## src/pn3_pkg.sv

```systemverilog
// Shared types and constants for the 3D gradient noise unit.
// Holds the field widths, opcodes, sequencer state and the table port struct.
// No dependencies.
package pn3_pkg;

  localparam int TABLE_SIZE    = 256;
  localparam int IDX_W         = $clog2(TABLE_SIZE);
  localparam int ENTRY_W       = 8;
  localparam int COORD_W       = 24;
  localparam int OUT_W         = 18;
  localparam int FRAC_BITS_DEF = 16;
  localparam int OUT_MAX       = 131071;
  localparam int OUT_MIN       = -131072;

  localparam logic OP_LOAD = 1'b0;
  localparam logic OP_EVAL = 1'b1;

  typedef enum logic {
    ST_IDLE,
    ST_RUN
  } state_t;

  typedef struct packed {
    logic               wr_en;
    logic [IDX_W-1:0]   wr_addr;
    logic [ENTRY_W-1:0] wr_data;
    logic               rd_en;
    logic [IDX_W-1:0]   rd_addr;
  } mem_req_t;

endpackage

```

## src/perlin_noise_3d_unit.sv

```systemverilog
// Top level of the 3D improved gradient noise unit: sequencer and datapath.
// Depends on pn3_pkg, pn3_perm_mem and pn3_mul_rnd.
//
// Usage. A word is offered on the in_ ports with start; it is taken at a rising
// edge where start is high and busy is low. A load word (in_opcode low) writes
// in_entry_value into permutation entry in_entry_index in that same cycle and
// gives no result; busy stays low, so loads can follow each other every cycle.
// An evaluate word (in_opcode high) raises busy. During the busy period the
// single table read port walks the hash chain and the eight corner
// lookups (14 reads), while the one shared multiplier first forms the three
// fade values (12 products) and then the seven interpolations. The result
// appears on out_noise_value with out_valid for exactly one cycle, in the
// cycle where busy is low again; a new word can be taken in that same cycle.
// The receiver cannot stall the result.
// Reset clears the sequencer and the strobe; the table keeps whatever it held
// and must be loaded before any entry is used.
module perlin_noise_3d_unit #(
  parameter int FRAC_BITS = pn3_pkg::FRAC_BITS_DEF
) (
  input  logic                               clk,
  input  logic                               rst_n,
  input  logic                               start,
  output logic                               busy,
  input  logic                               in_opcode,
  input  logic        [pn3_pkg::IDX_W-1:0]   in_entry_index,
  input  logic        [pn3_pkg::ENTRY_W-1:0] in_entry_value,
  input  logic signed [pn3_pkg::COORD_W-1:0] in_coord_x,
  input  logic signed [pn3_pkg::COORD_W-1:0] in_coord_y,
  input  logic signed [pn3_pkg::COORD_W-1:0] in_coord_z,
  output logic                               out_valid,
  output logic signed [pn3_pkg::OUT_W-1:0]   out_noise_value
);
  import pn3_pkg::*;

  localparam int F  = FRAC_BITS;
  localparam int MA = F + 2;
  localparam int MB = F + 5;
  localparam int RW = F + 7;
  localparam int VW = F + 4;
  localparam int CW = (RW > OUT_W + 1) ? RW : OUT_W + 1;
  localparam int STEP_W = 5;

  localparam logic [STEP_W-1:0] STEP_A         = STEP_W'(1);
  localparam logic [STEP_W-1:0] STEP_B         = STEP_W'(2);
  localparam logic [STEP_W-1:0] STEP_AA        = STEP_W'(3);
  localparam logic [STEP_W-1:0] STEP_AB        = STEP_W'(4);
  localparam logic [STEP_W-1:0] STEP_BA        = STEP_W'(5);
  localparam logic [STEP_W-1:0] STEP_BB        = STEP_W'(6);
  localparam logic [STEP_W-1:0] STEP_GRAD0     = STEP_W'(7);
  localparam logic [STEP_W-1:0] STEP_GRADN     = STEP_W'(14);
  localparam logic [STEP_W-1:0] STEP_FADE_LAST = STEP_W'(11);
  localparam logic [STEP_W-1:0] STEP_FADE_DONE = STEP_W'(12);
  localparam logic [STEP_W-1:0] STEP_LERP0     = STEP_W'(15);
  localparam logic [STEP_W-1:0] STEP_LAST      = STEP_W'(28);

  localparam logic [STEP_W-2:0] RD_CELL = (STEP_W-1)'(0);
  localparam logic [STEP_W-2:0] RD_A    = (STEP_W-1)'(1);
  localparam logic [STEP_W-2:0] RD_B    = (STEP_W-1)'(2);
  localparam logic [STEP_W-2:0] RD_AA   = (STEP_W-1)'(3);
  localparam logic [STEP_W-2:0] RD_AB   = (STEP_W-1)'(4);
  localparam logic [STEP_W-2:0] RD_BA   = (STEP_W-1)'(5);
  localparam logic [STEP_W-2:0] RD_BB   = (STEP_W-1)'(6);

  localparam logic [1:0] SUB_SQ    = 2'd0;
  localparam logic [1:0] SUB_TA    = 2'd1;
  localparam logic [1:0] SUB_CUBE  = 2'd2;
  localparam logic [1:0] SUB_FADE  = 2'd3;

  localparam logic signed [MB-1:0] TEN_ONE     = MB'(10) << F;
  localparam logic signed [MB-1:0] FIFTEEN_ONE = MB'(15) << F;
  localparam logic signed [VW-1:0] ONE_V       = VW'(1) << F;

  function automatic logic signed [VW-1:0] grad(input logic [3:0] h,
                                               input logic signed [VW-1:0] gx,
                                               input logic signed [VW-1:0] gy,
                                               input logic signed [VW-1:0] gz);
    logic signed [VW-1:0] u;
    logic signed [VW-1:0] v;
    u = h[3] ? gy : gx;
    if (!h[3] && !h[2]) begin
      v = gy;
    end else if (h == 4'd12 || h == 4'd14) begin
      v = gx;
    end else begin
      v = gz;
    end
    return (h[0] ? -u : u) + (h[1] ? -v : v);
  endfunction

  state_t              state_r, state_nxt;
  logic [STEP_W-1:0]   step_r, step_nxt;
  logic                accept, eval_acc, load_acc;

  logic signed [COORD_W-1:0]       coord_in [3];
  logic [IDX_W-1:0]                cell_r [3];
  logic [F-1:0]                    frac_r [3];
  logic [IDX_W-1:0]                a_r, b_r, aa_r, ab_r, ba_r, bb_r;
  logic signed [MA-1:0]            fade_r [3];
  logic signed [MA-1:0]            t2_r;
  logic signed [MB-1:0]            bq_r;
  logic signed [VW-1:0]            line_r [8];

  mem_req_t             mem_req;
  logic [ENTRY_W-1:0]   rd_data;
  logic [IDX_W-1:0]     rd_base;

  logic signed [MA-1:0] mul_a;
  logic signed [MB-1:0] mul_b;
  logic signed [RW-1:0] mul_res;

  logic                 fade_phase, grad_phase, lerp_phase, lerp_shift;
  logic [1:0]           fax, fsub, pax, psub;
  logic [STEP_W-1:0]    step_prev, grad_k, lerp_k;
  logic [2:0]           lerp_i;
  logic [F-1:0]         t_cur;
  logic signed [VW-1:0] ofs_x, ofs_y, ofs_z, grad_val, tap_a, tap_b, tail;
  logic signed [MA-1:0] fade_sel;
  logic signed [RW-1:0] lerp_sum;
  logic signed [CW-1:0] wide;
  logic signed [OUT_W-1:0] clamp_val;
  logic                 out_valid_r;
  logic signed [OUT_W-1:0] out_noise_r;

  assign accept   = start && !busy;
  assign eval_acc = accept && (in_opcode == OP_EVAL);
  assign load_acc = accept && (in_opcode == OP_LOAD);
  assign busy     = (state_r == ST_RUN);

  assign coord_in[0] = in_coord_x;
  assign coord_in[1] = in_coord_y;
  assign coord_in[2] = in_coord_z;

  always_ff @(posedge clk) begin
    if (!rst_n) begin
      state_r     <= ST_IDLE;
      step_r      <= '0;
      out_valid_r <= 1'b0;
    end else begin
      state_r     <= state_nxt;
      step_r      <= step_nxt;
      out_valid_r <= busy && (step_r == STEP_LAST);
    end
  end

  always_comb begin
    state_nxt = state_r;
    step_nxt  = step_r;
    unique case (state_r)
      ST_IDLE: begin
        step_nxt = '0;
        if (eval_acc) begin
          state_nxt = ST_RUN;
        end
      end
      ST_RUN: begin
        if (step_r == STEP_LAST) begin
          state_nxt = ST_IDLE;
          step_nxt  = '0;
        end else begin
          step_nxt = step_r + STEP_W'(1);
        end
      end
      default: begin
        state_nxt = ST_IDLE;
        step_nxt  = '0;
      end
    endcase
  end

  always_ff @(posedge clk) begin
    if (eval_acc) begin
      for (int i = 0; i < 3; i++) begin
        cell_r[i] <= IDX_W'({{IDX_W{coord_in[i][COORD_W-1]}}, coord_in[i]} >> F);
        frac_r[i] <= coord_in[i][F-1:0];
      end
    end
  end

  always_comb begin
    unique case (step_r[STEP_W-1:1])
      RD_CELL: rd_base = cell_r[0];
      RD_A:    rd_base = a_r;
      RD_B:    rd_base = b_r;
      RD_AA:   rd_base = aa_r;
      RD_AB:   rd_base = ab_r;
      RD_BA:   rd_base = ba_r;
      RD_BB:   rd_base = bb_r;
      default: rd_base = bb_r;
    endcase
    mem_req.wr_en   = load_acc;
    mem_req.wr_addr = in_entry_index;
    mem_req.wr_data = in_entry_value;
    mem_req.rd_en   = busy;
    mem_req.rd_addr = rd_base + IDX_W'(step_r[0]);
  end

  pn3_perm_mem u_perm_mem (
    .clk     (clk),
    .req     (mem_req),
    .rd_data (rd_data)
  );

  always_ff @(posedge clk) begin
    if (busy) begin
      if (step_r == STEP_A)  a_r  <= rd_data + cell_r[1];
      if (step_r == STEP_B)  b_r  <= rd_data + cell_r[1];
      if (step_r == STEP_AA) aa_r <= rd_data + cell_r[2];
      if (step_r == STEP_AB) ab_r <= rd_data + cell_r[2];
      if (step_r == STEP_BA) ba_r <= rd_data + cell_r[2];
      if (step_r == STEP_BB) bb_r <= rd_data + cell_r[2];
    end
  end

  assign fade_phase = busy && (step_r <= STEP_FADE_LAST);
  assign fax        = step_r[3:2];
  assign fsub       = step_r[1:0];
  assign step_prev  = step_r - STEP_W'(1);
  assign pax        = step_prev[3:2];
  assign psub       = step_prev[1:0];
  assign t_cur      = frac_r[fax];

  assign grad_phase = busy && (step_r >= STEP_GRAD0) && (step_r <= STEP_GRADN);
  assign grad_k     = step_r - STEP_GRAD0;
  assign ofs_x      = grad_k[2] ? $signed({4'b0000, frac_r[0]}) - ONE_V
                                : $signed({4'b0000, frac_r[0]});
  assign ofs_y      = grad_k[1] ? $signed({4'b0000, frac_r[1]}) - ONE_V
                                : $signed({4'b0000, frac_r[1]});
  assign ofs_z      = grad_k[0] ? $signed({4'b0000, frac_r[2]}) - ONE_V
                                : $signed({4'b0000, frac_r[2]});
  assign grad_val   = grad(rd_data[3:0], ofs_x, ofs_y, ofs_z);

  assign lerp_phase = busy && (step_r >= STEP_LERP0);
  assign lerp_k     = step_r - STEP_LERP0;
  assign lerp_i     = lerp_k[3:1];
  assign lerp_shift = lerp_phase && lerp_k[0];

  always_comb begin
    priority if (lerp_i < 3'd4) begin
      tap_a    = line_r[0];
      tap_b    = line_r[4];
      fade_sel = fade_r[0];
    end else if (lerp_i < 3'd6) begin
      tap_a    = line_r[4];
      tap_b    = line_r[6];
      fade_sel = fade_r[1];
    end else begin
      tap_a    = line_r[6];
      tap_b    = line_r[7];
      fade_sel = fade_r[2];
    end
  end

  always_comb begin
    if (fade_phase) begin
      unique case (fsub)
        SUB_SQ: begin
          mul_a = $signed({2'b00, t_cur});
          mul_b = $signed({5'b00000, t_cur});
        end
        SUB_TA: begin
          mul_a = $signed({2'b00, t_cur});
          mul_b = ($signed({5'b00000, t_cur}) <<< 2) + ($signed({5'b00000, t_cur}) <<< 1)
                  - FIFTEEN_ONE;
        end
        SUB_CUBE: begin
          mul_a = t2_r;
          mul_b = $signed({5'b00000, t_cur});
        end
        SUB_FADE: begin
          mul_a = mul_res[MA-1:0];
          mul_b = bq_r;
        end
        default: begin
          mul_a = t2_r;
          mul_b = bq_r;
        end
      endcase
    end else begin
      mul_a = fade_sel;
      mul_b = MB'(tap_b) - MB'(tap_a);
    end
  end

  pn3_mul_rnd #(
    .FRAC_BITS (FRAC_BITS)
  ) u_mul_rnd (
    .clk  (clk),
    .op_a (mul_a),
    .op_b (mul_b),
    .res  (mul_res)
  );

  always_ff @(posedge clk) begin
    if (busy && (step_r >= STEP_A) && (step_r <= STEP_FADE_DONE)) begin
      unique case (psub)
        SUB_SQ:   t2_r        <= mul_res[MA-1:0];
        SUB_TA:   bq_r        <= mul_res[MB-1:0] + TEN_ONE;
        SUB_CUBE: t2_r        <= t2_r;
        SUB_FADE: fade_r[pax] <= mul_res[MA-1:0];
        default:  t2_r        <= t2_r;
      endcase
    end
  end

  assign lerp_sum = RW'(tap_a) + mul_res;
  assign tail     = grad_phase ? grad_val : lerp_sum[VW-1:0];
  assign wide     = CW'(lerp_sum);

  always_comb begin
    priority if (wide > CW'(OUT_MAX)) begin
      clamp_val = OUT_W'(OUT_MAX);
    end else if (wide < CW'(OUT_MIN)) begin
      clamp_val = OUT_W'(OUT_MIN);
    end else begin
      clamp_val = wide[OUT_W-1:0];
    end
  end

  always_ff @(posedge clk) begin
    if (grad_phase || lerp_shift) begin
      for (int i = 0; i < 7; i++) begin
        line_r[i] <= line_r[i+1];
      end
      line_r[7] <= tail;
    end
    if (busy && (step_r == STEP_LAST)) begin
      out_noise_r <= clamp_val;
    end
  end

  assign out_valid       = out_valid_r;
  assign out_noise_value = out_noise_r;

  a_strobe_when_idle: assert property (@(posedge clk) disable iff (!rst_n)
    out_valid_r |-> !busy)
    else $error("result strobe while the sequencer is running");

  a_eval_starts: assert property (@(posedge clk) disable iff (!rst_n)
    eval_acc |=> (busy && step_r == '0))
    else $error("evaluate word did not start the sequencer at its first step");

  a_load_no_result: assert property (@(posedge clk) disable iff (!rst_n)
    load_acc |=> (!busy && !out_valid_r))
    else $error("load word started work or produced a result");

  a_last_gives_result: assert property (@(posedge clk) disable iff (!rst_n)
    (busy && step_r == STEP_LAST) |=> out_valid_r)
    else $error("final step did not deliver a result");

endmodule

```

## src/pn3_perm_mem.sv

```systemverilog
// Permutation table storage: one write port and one read port, registered read.
// Depends on pn3_pkg for the table size and the port struct.
module pn3_perm_mem (
  input  logic                      clk,
  input  pn3_pkg::mem_req_t         req,
  output logic [pn3_pkg::ENTRY_W-1:0] rd_data
);
  import pn3_pkg::*;

  logic [ENTRY_W-1:0] mem_r [TABLE_SIZE];
  logic [ENTRY_W-1:0] rd_data_r;

  always_ff @(posedge clk) begin
    if (req.wr_en) begin
      mem_r[req.wr_addr] <= req.wr_data;
    end
    if (req.rd_en) begin
      rd_data_r <= mem_r[req.rd_addr];
    end
  end

  assign rd_data = rd_data_r;

endmodule

```

## src/pn3_mul_rnd.sv

```systemverilog
// Shared signed multiplier with round-to-nearest rescaling and a result register.
// Depends on pn3_pkg only through the parameter default.
module pn3_mul_rnd #(
  parameter int FRAC_BITS = pn3_pkg::FRAC_BITS_DEF
) (
  input  logic                        clk,
  input  logic signed [FRAC_BITS+1:0] op_a,
  input  logic signed [FRAC_BITS+4:0] op_b,
  output logic signed [FRAC_BITS+6:0] res
);
  import pn3_pkg::*;

  localparam int MA = FRAC_BITS + 2;
  localparam int MB = FRAC_BITS + 5;
  localparam int RW = FRAC_BITS + 7;
  localparam int PW = MA + MB;
  localparam logic signed [PW-1:0] HALF = PW'(1) << (FRAC_BITS - 1);

  logic signed [PW-1:0] prod;
  logic signed [PW-1:0] sum;
  logic signed [RW-1:0] res_r;

  assign prod = op_a * op_b;
  assign sum  = prod + HALF;

  always_ff @(posedge clk) begin
    res_r <= sum[PW-1:FRAC_BITS];
  end

  assign res = res_r;

endmodule

```

## config.mk

```make
export PLATFORM = sky130hd
export DESIGN_NAME = perlin_noise_3d_unit
export DESIGN_NICKNAME = d
export VERILOG_FILES = /design/src/pn3_pkg.sv /design/src/perlin_noise_3d_unit.sv /design/src/pn3_perm_mem.sv /design/src/pn3_mul_rnd.sv
export SDC_FILE = /design/constraint.sdc
export NUM_CORES = 2
export LEC_CHECK = 0
export BUFFER_PORTS_ARGS = -buffer_cell sky130_fd_sc_hd__buf_4
export CAP_MARGIN = 20
export CELL_PAD_IN_SITES_DETAIL_PLACEMENT = 0
export CELL_PAD_IN_SITES_GLOBAL_PLACEMENT = 1
export CORE_UTILIZATION = 30
export CTS_CLUSTER_DIAMETER = 30
export CTS_CLUSTER_SIZE = 40
export DETAILED_ROUTE_END_ITERATION = 8
export PLACE_DENSITY_LB_ADDON = 0.1
export RECOVER_POWER = 25
export SLEW_MARGIN = 20
export SYNTH_ARGS = -nofsm -noshare
export SYNTH_HDL_FRONTEND = slang
export SYNTH_HIERARCHICAL = 1
export SYNTH_SLANG_ARGS = --single-unit
```

## constraint.sdc

```tcl
create_clock -name clk -period 13.2 [get_ports clk]
set_clock_uncertainty 0.15 [all_clocks]
set_input_delay 1.32 -clock clk [delete_from_list [all_inputs] [get_ports clk]]
set_output_delay 1.32 -clock clk [all_outputs]
set_load 0.005 [all_outputs]
```

==> flow_summary.yaml <==
synth:
  ys.warnings.count: 6
  netlist-cell-type-count: 93
  synth.area.top_cells: "edfxtp_1 64%, mux4_2 8.9%, fa_1 6.7%"
  synth_cells: 7063
  synth_nets: 7750
  seq_area_frac_synth_pct: 64.5
  ys.flop_type: "edfxtp_1"
  syn_avg_cell_area_um2: 16.3
  ys_async_sr_fraction_pct: 0
  yosysTopAreaCell: "edfxtp_1"
  syn_area_mm2: 0.115
  synth_top_cell_area_share_pct: 64.0
  ys_ff_latch: 2477
  synth-edff-count: 2447
drt:
  num_vias: 64700
  dr.pass1.iters: 5
  routedWlPerCell_um: 27.8
  drcViolationCount: 0
  drtIter0Drc: 4520
  vias_per_cell: 4.96
  antenna_left: 0
  totalWireLength_mm: 363
floorplanning:
  boundaryPins: 112
  die_h_um: 621
  core_area_mm2: 0.380
  rows: 226
  fp.dieW_um: 621
  initial_core_util_pct: 30.2
  die_area_mm2: 0.385
timing:
  timing.final.crit_period_ns: 11.63
  hold_violations: 0
  tightest_slew_ns: 7.96
  rsz0062_at_grt: "false"
  slew_headroom_pct: -430
  finalCritPeriodShare_pct: 88.1
  fin_tns_setup_ns: 0
  clock.fmax_mhz: 86.0
  finalMaxSlewViolations: 1196
  setup_violations: 0
clocking:
  ctsHoldBuffers: 0
  htreeDepth: 6
  tritoncts: "built"
  clockRootBuffer: "clkbuf_16"
  clock_sinks: 2477
  ctsResizeCount: 0
  path_clk_slew_ns: 0.05
  insertion_delay_ns: 1.01
  cts_made_buffers: 580
  post_cts_buffers: 0
  cts_max_path_buffers: 4
layout:
  nNetsFinal: 8235
  area_growth_pct: 23.3
  layout-drive-gt1-share_pct: 21.6
worst_setup_path:
  cp-end-kind: "register"
  critical-path-slowest-cell: "buf_4"
  crit_arrival_ns: 12.28
  crit_required_ns: 13.85
  critical_path.max_fanout: 37
  crit_path_max_incr_delay_ns: 0.66
  worst_setup_path_start_kind: "register"
  crit_type: "register to register"
  cpMostUsedCell: "fa_1"
power:
  p_leak_nw: 49.5
  finalPower_mw: 34.2
  ir_worst_vdd_v: 0.000477
  powerDensity_mw_per_mm2: 242
grt:
  grtUsageTotal_pct: 18.7
  grt_pass1_wl_mm: 518
  grt_pass1_vias: 69500
  grt_start_max_net_pins: 161
  overflow: 0
  antenna_found_initial: 14
worst_hold_path:
  hp-class: "register to register"
outcome:
  status: "finished with violations"
  violations: "max-capacitance violations, max-slew violations"
placed_design:
  port_buffers: 111
  detailed_place_hpwl_mm: 235
  gp_congestion: 0.789
flow_run:
  max_cap_violations: 11
-- power by group --
part,leakage (nW),internal [mW],switching [mW]
combinational,17.8,4.28,6.62
clock,9.45,9.62,4.58
sequential,22.3,9.01,0.125
total,49.5,22.9,11.3
-- routing by layer --
metal | vias up | part of all wire [%] | track usage (%)
met2 | 1526 | 50 | 31.9
met1 | 34500 | 44 | 25.1
li1 | 28100 | - | -
met5 | - | 0.014 | 0
met3 | 505 | 3.9 | 2.71
met4 | 8 | 2.0 | 4.26
-- cell type report --
cell class / count / area (um2)
diodes: 7 / 17.5
clock buffers: 667 / 15000
clock inverters: 391 / 4610
fillers: 35800 / 239000
inverters: 499 / 1870
multi-input cells: 3703 / 37400
flip-flops and latches: 2477 / 74100
well taps: 5016 / 6280
repair buffers: 287 / 2190
-- path summary, 6_finish.rpt --
path | from | endpoint | slack (ns) | cells after the start
worst max-delay path | step_r[0] | u_mul_rnd/res[22] | 1.57 | 32
worst min-delay path | line_r[0][20] | line_r[0][0] | 0.25 | 0
worst max register to register | step_r[0] | u_mul_rnd/res[22] | 1.57 | 32
worst min register to register | line_r[0][20] | line_r[0][0] | 0.25 | 0
-- metrics by stage --
| stage | util, % | area, um2 | hold slack [ns] | worst slack [ns] | instances |
|---|---|---|---|---|---|
| 6_report | 37.2 | 142000 | 0.252 | 1.57 | 13000 |
| 4_1_cts | 37.3 | 142000 | 0.249 | 1.45 | 13000 |
| 3_3_place_gp | 32.1 | 122000 | 0.250 | 1.56 | 12000 |
| 2_1_floorplan | - | 115000 | 0.250 | 3.12 | 7063 |
| 3_5_place_dp | 32.1 | 122000 | 0.255 | 1.51 | 12000 |
| 5_1_grt | 37.2 | 142000 | 0.256 | 0.795 | 13000 |
-- cells in the mapped netlist, drive strengths merged (34+ instances only) --
library cell and number:
a211oi 72, a21oi 216, a22oi 161, and2 131, buf 145, clkbuf 239
edfxtp 2447, fa 383, ha 212, inv 497, mux2i 250, mux4 458
nand2 429, nand3 63, nor2 414, nor2b 56, nor3 59, nor4 36
o21ai 163, o221ai 53, o22ai 34, xnor2 100, xor2 43
-- critical path: cells and delay by family (launching register included) --
family          cells  cell delay [ns]
xor+xnor            2             0.34
fa+ha+maj           9             4.14
simple gates        2             0.58
mux                 1             0.15
flops               1             0.65
buf+inv             5             1.55
compound gates     13             3.83
-- flip-flops by register name, summed over array words and instances (netlist names) --
name / flops
aa_r: 8
u_perm_mem/rd_data: 8
ab_r: 8
step_r: 5
frac_r: 48
cell_r: 24
ba_r: 8
bb_r: 8
a_r: 8
u_perm_mem/mem_r: 2048
out_noise_value: 18
b_r: 8
bq_r: 21
busy: 1
t2_r: 18
line_r: 160
u_mul_rnd/res: 23
out_valid: 1
fade_r: 54
-- layout by cell type, fill, tap and decap left out, types with 16 or more instances in the layout --
cell        Yosys  final
bufinv_16       0     75
nand2b_1       27     27
nor2_1        414    406
fa_1          383    383
edfxtp_1     2447   2447
clkinv_2        0     93
o21ai_0       159    142
and2_1        130    127
a21oi_1       215    206
buf_4          27    194
mux4_2        456    456
dfxtp_1        30     28
o22ai_1        34     33
o21ai_1         4     19
clkinv_16       0     16
o221ai_1       52     52
clkinv_1        2    109
a21o_1         28     28
clkbuf_16       0    587
nor2b_1        56     53
a211oi_1       71     69
a22oi_1       161    161
inv_1         497    497
inv_6           0     17
a221oi_1       22     22
clkbuf_1      239     92
or2_2          17     17
clkbuf_4        0     67
nand4_1        21     21
xor2_1         43     40
ha_1          212    210
nor3_1         58     57
o21a_1         16     16
mux2i_1       250    249
nand3_1        63     54
clkinvlp_4      0     46
nor4_1         33     28
xnor2_1       100     94
nand2_1       429    428
and3_1         23     22
-- kinds of logic after synthesis --
kind of cell | Yosys count | share of synthesized area [%]
AO/OA/AOI/OAI | 922 | 5.37
XOR/XNOR | 143 | 1.09
adder cells (fa/ha/maj) | 595 | 8.99
buffers and inverters | 883 | 3.42
flip-flops | 2477 | 64.5
multiplexers | 721 | 11.3
AND/OR/NAND/NOR | 1322 | 5.32
Power figures use the tool's default switching activity.
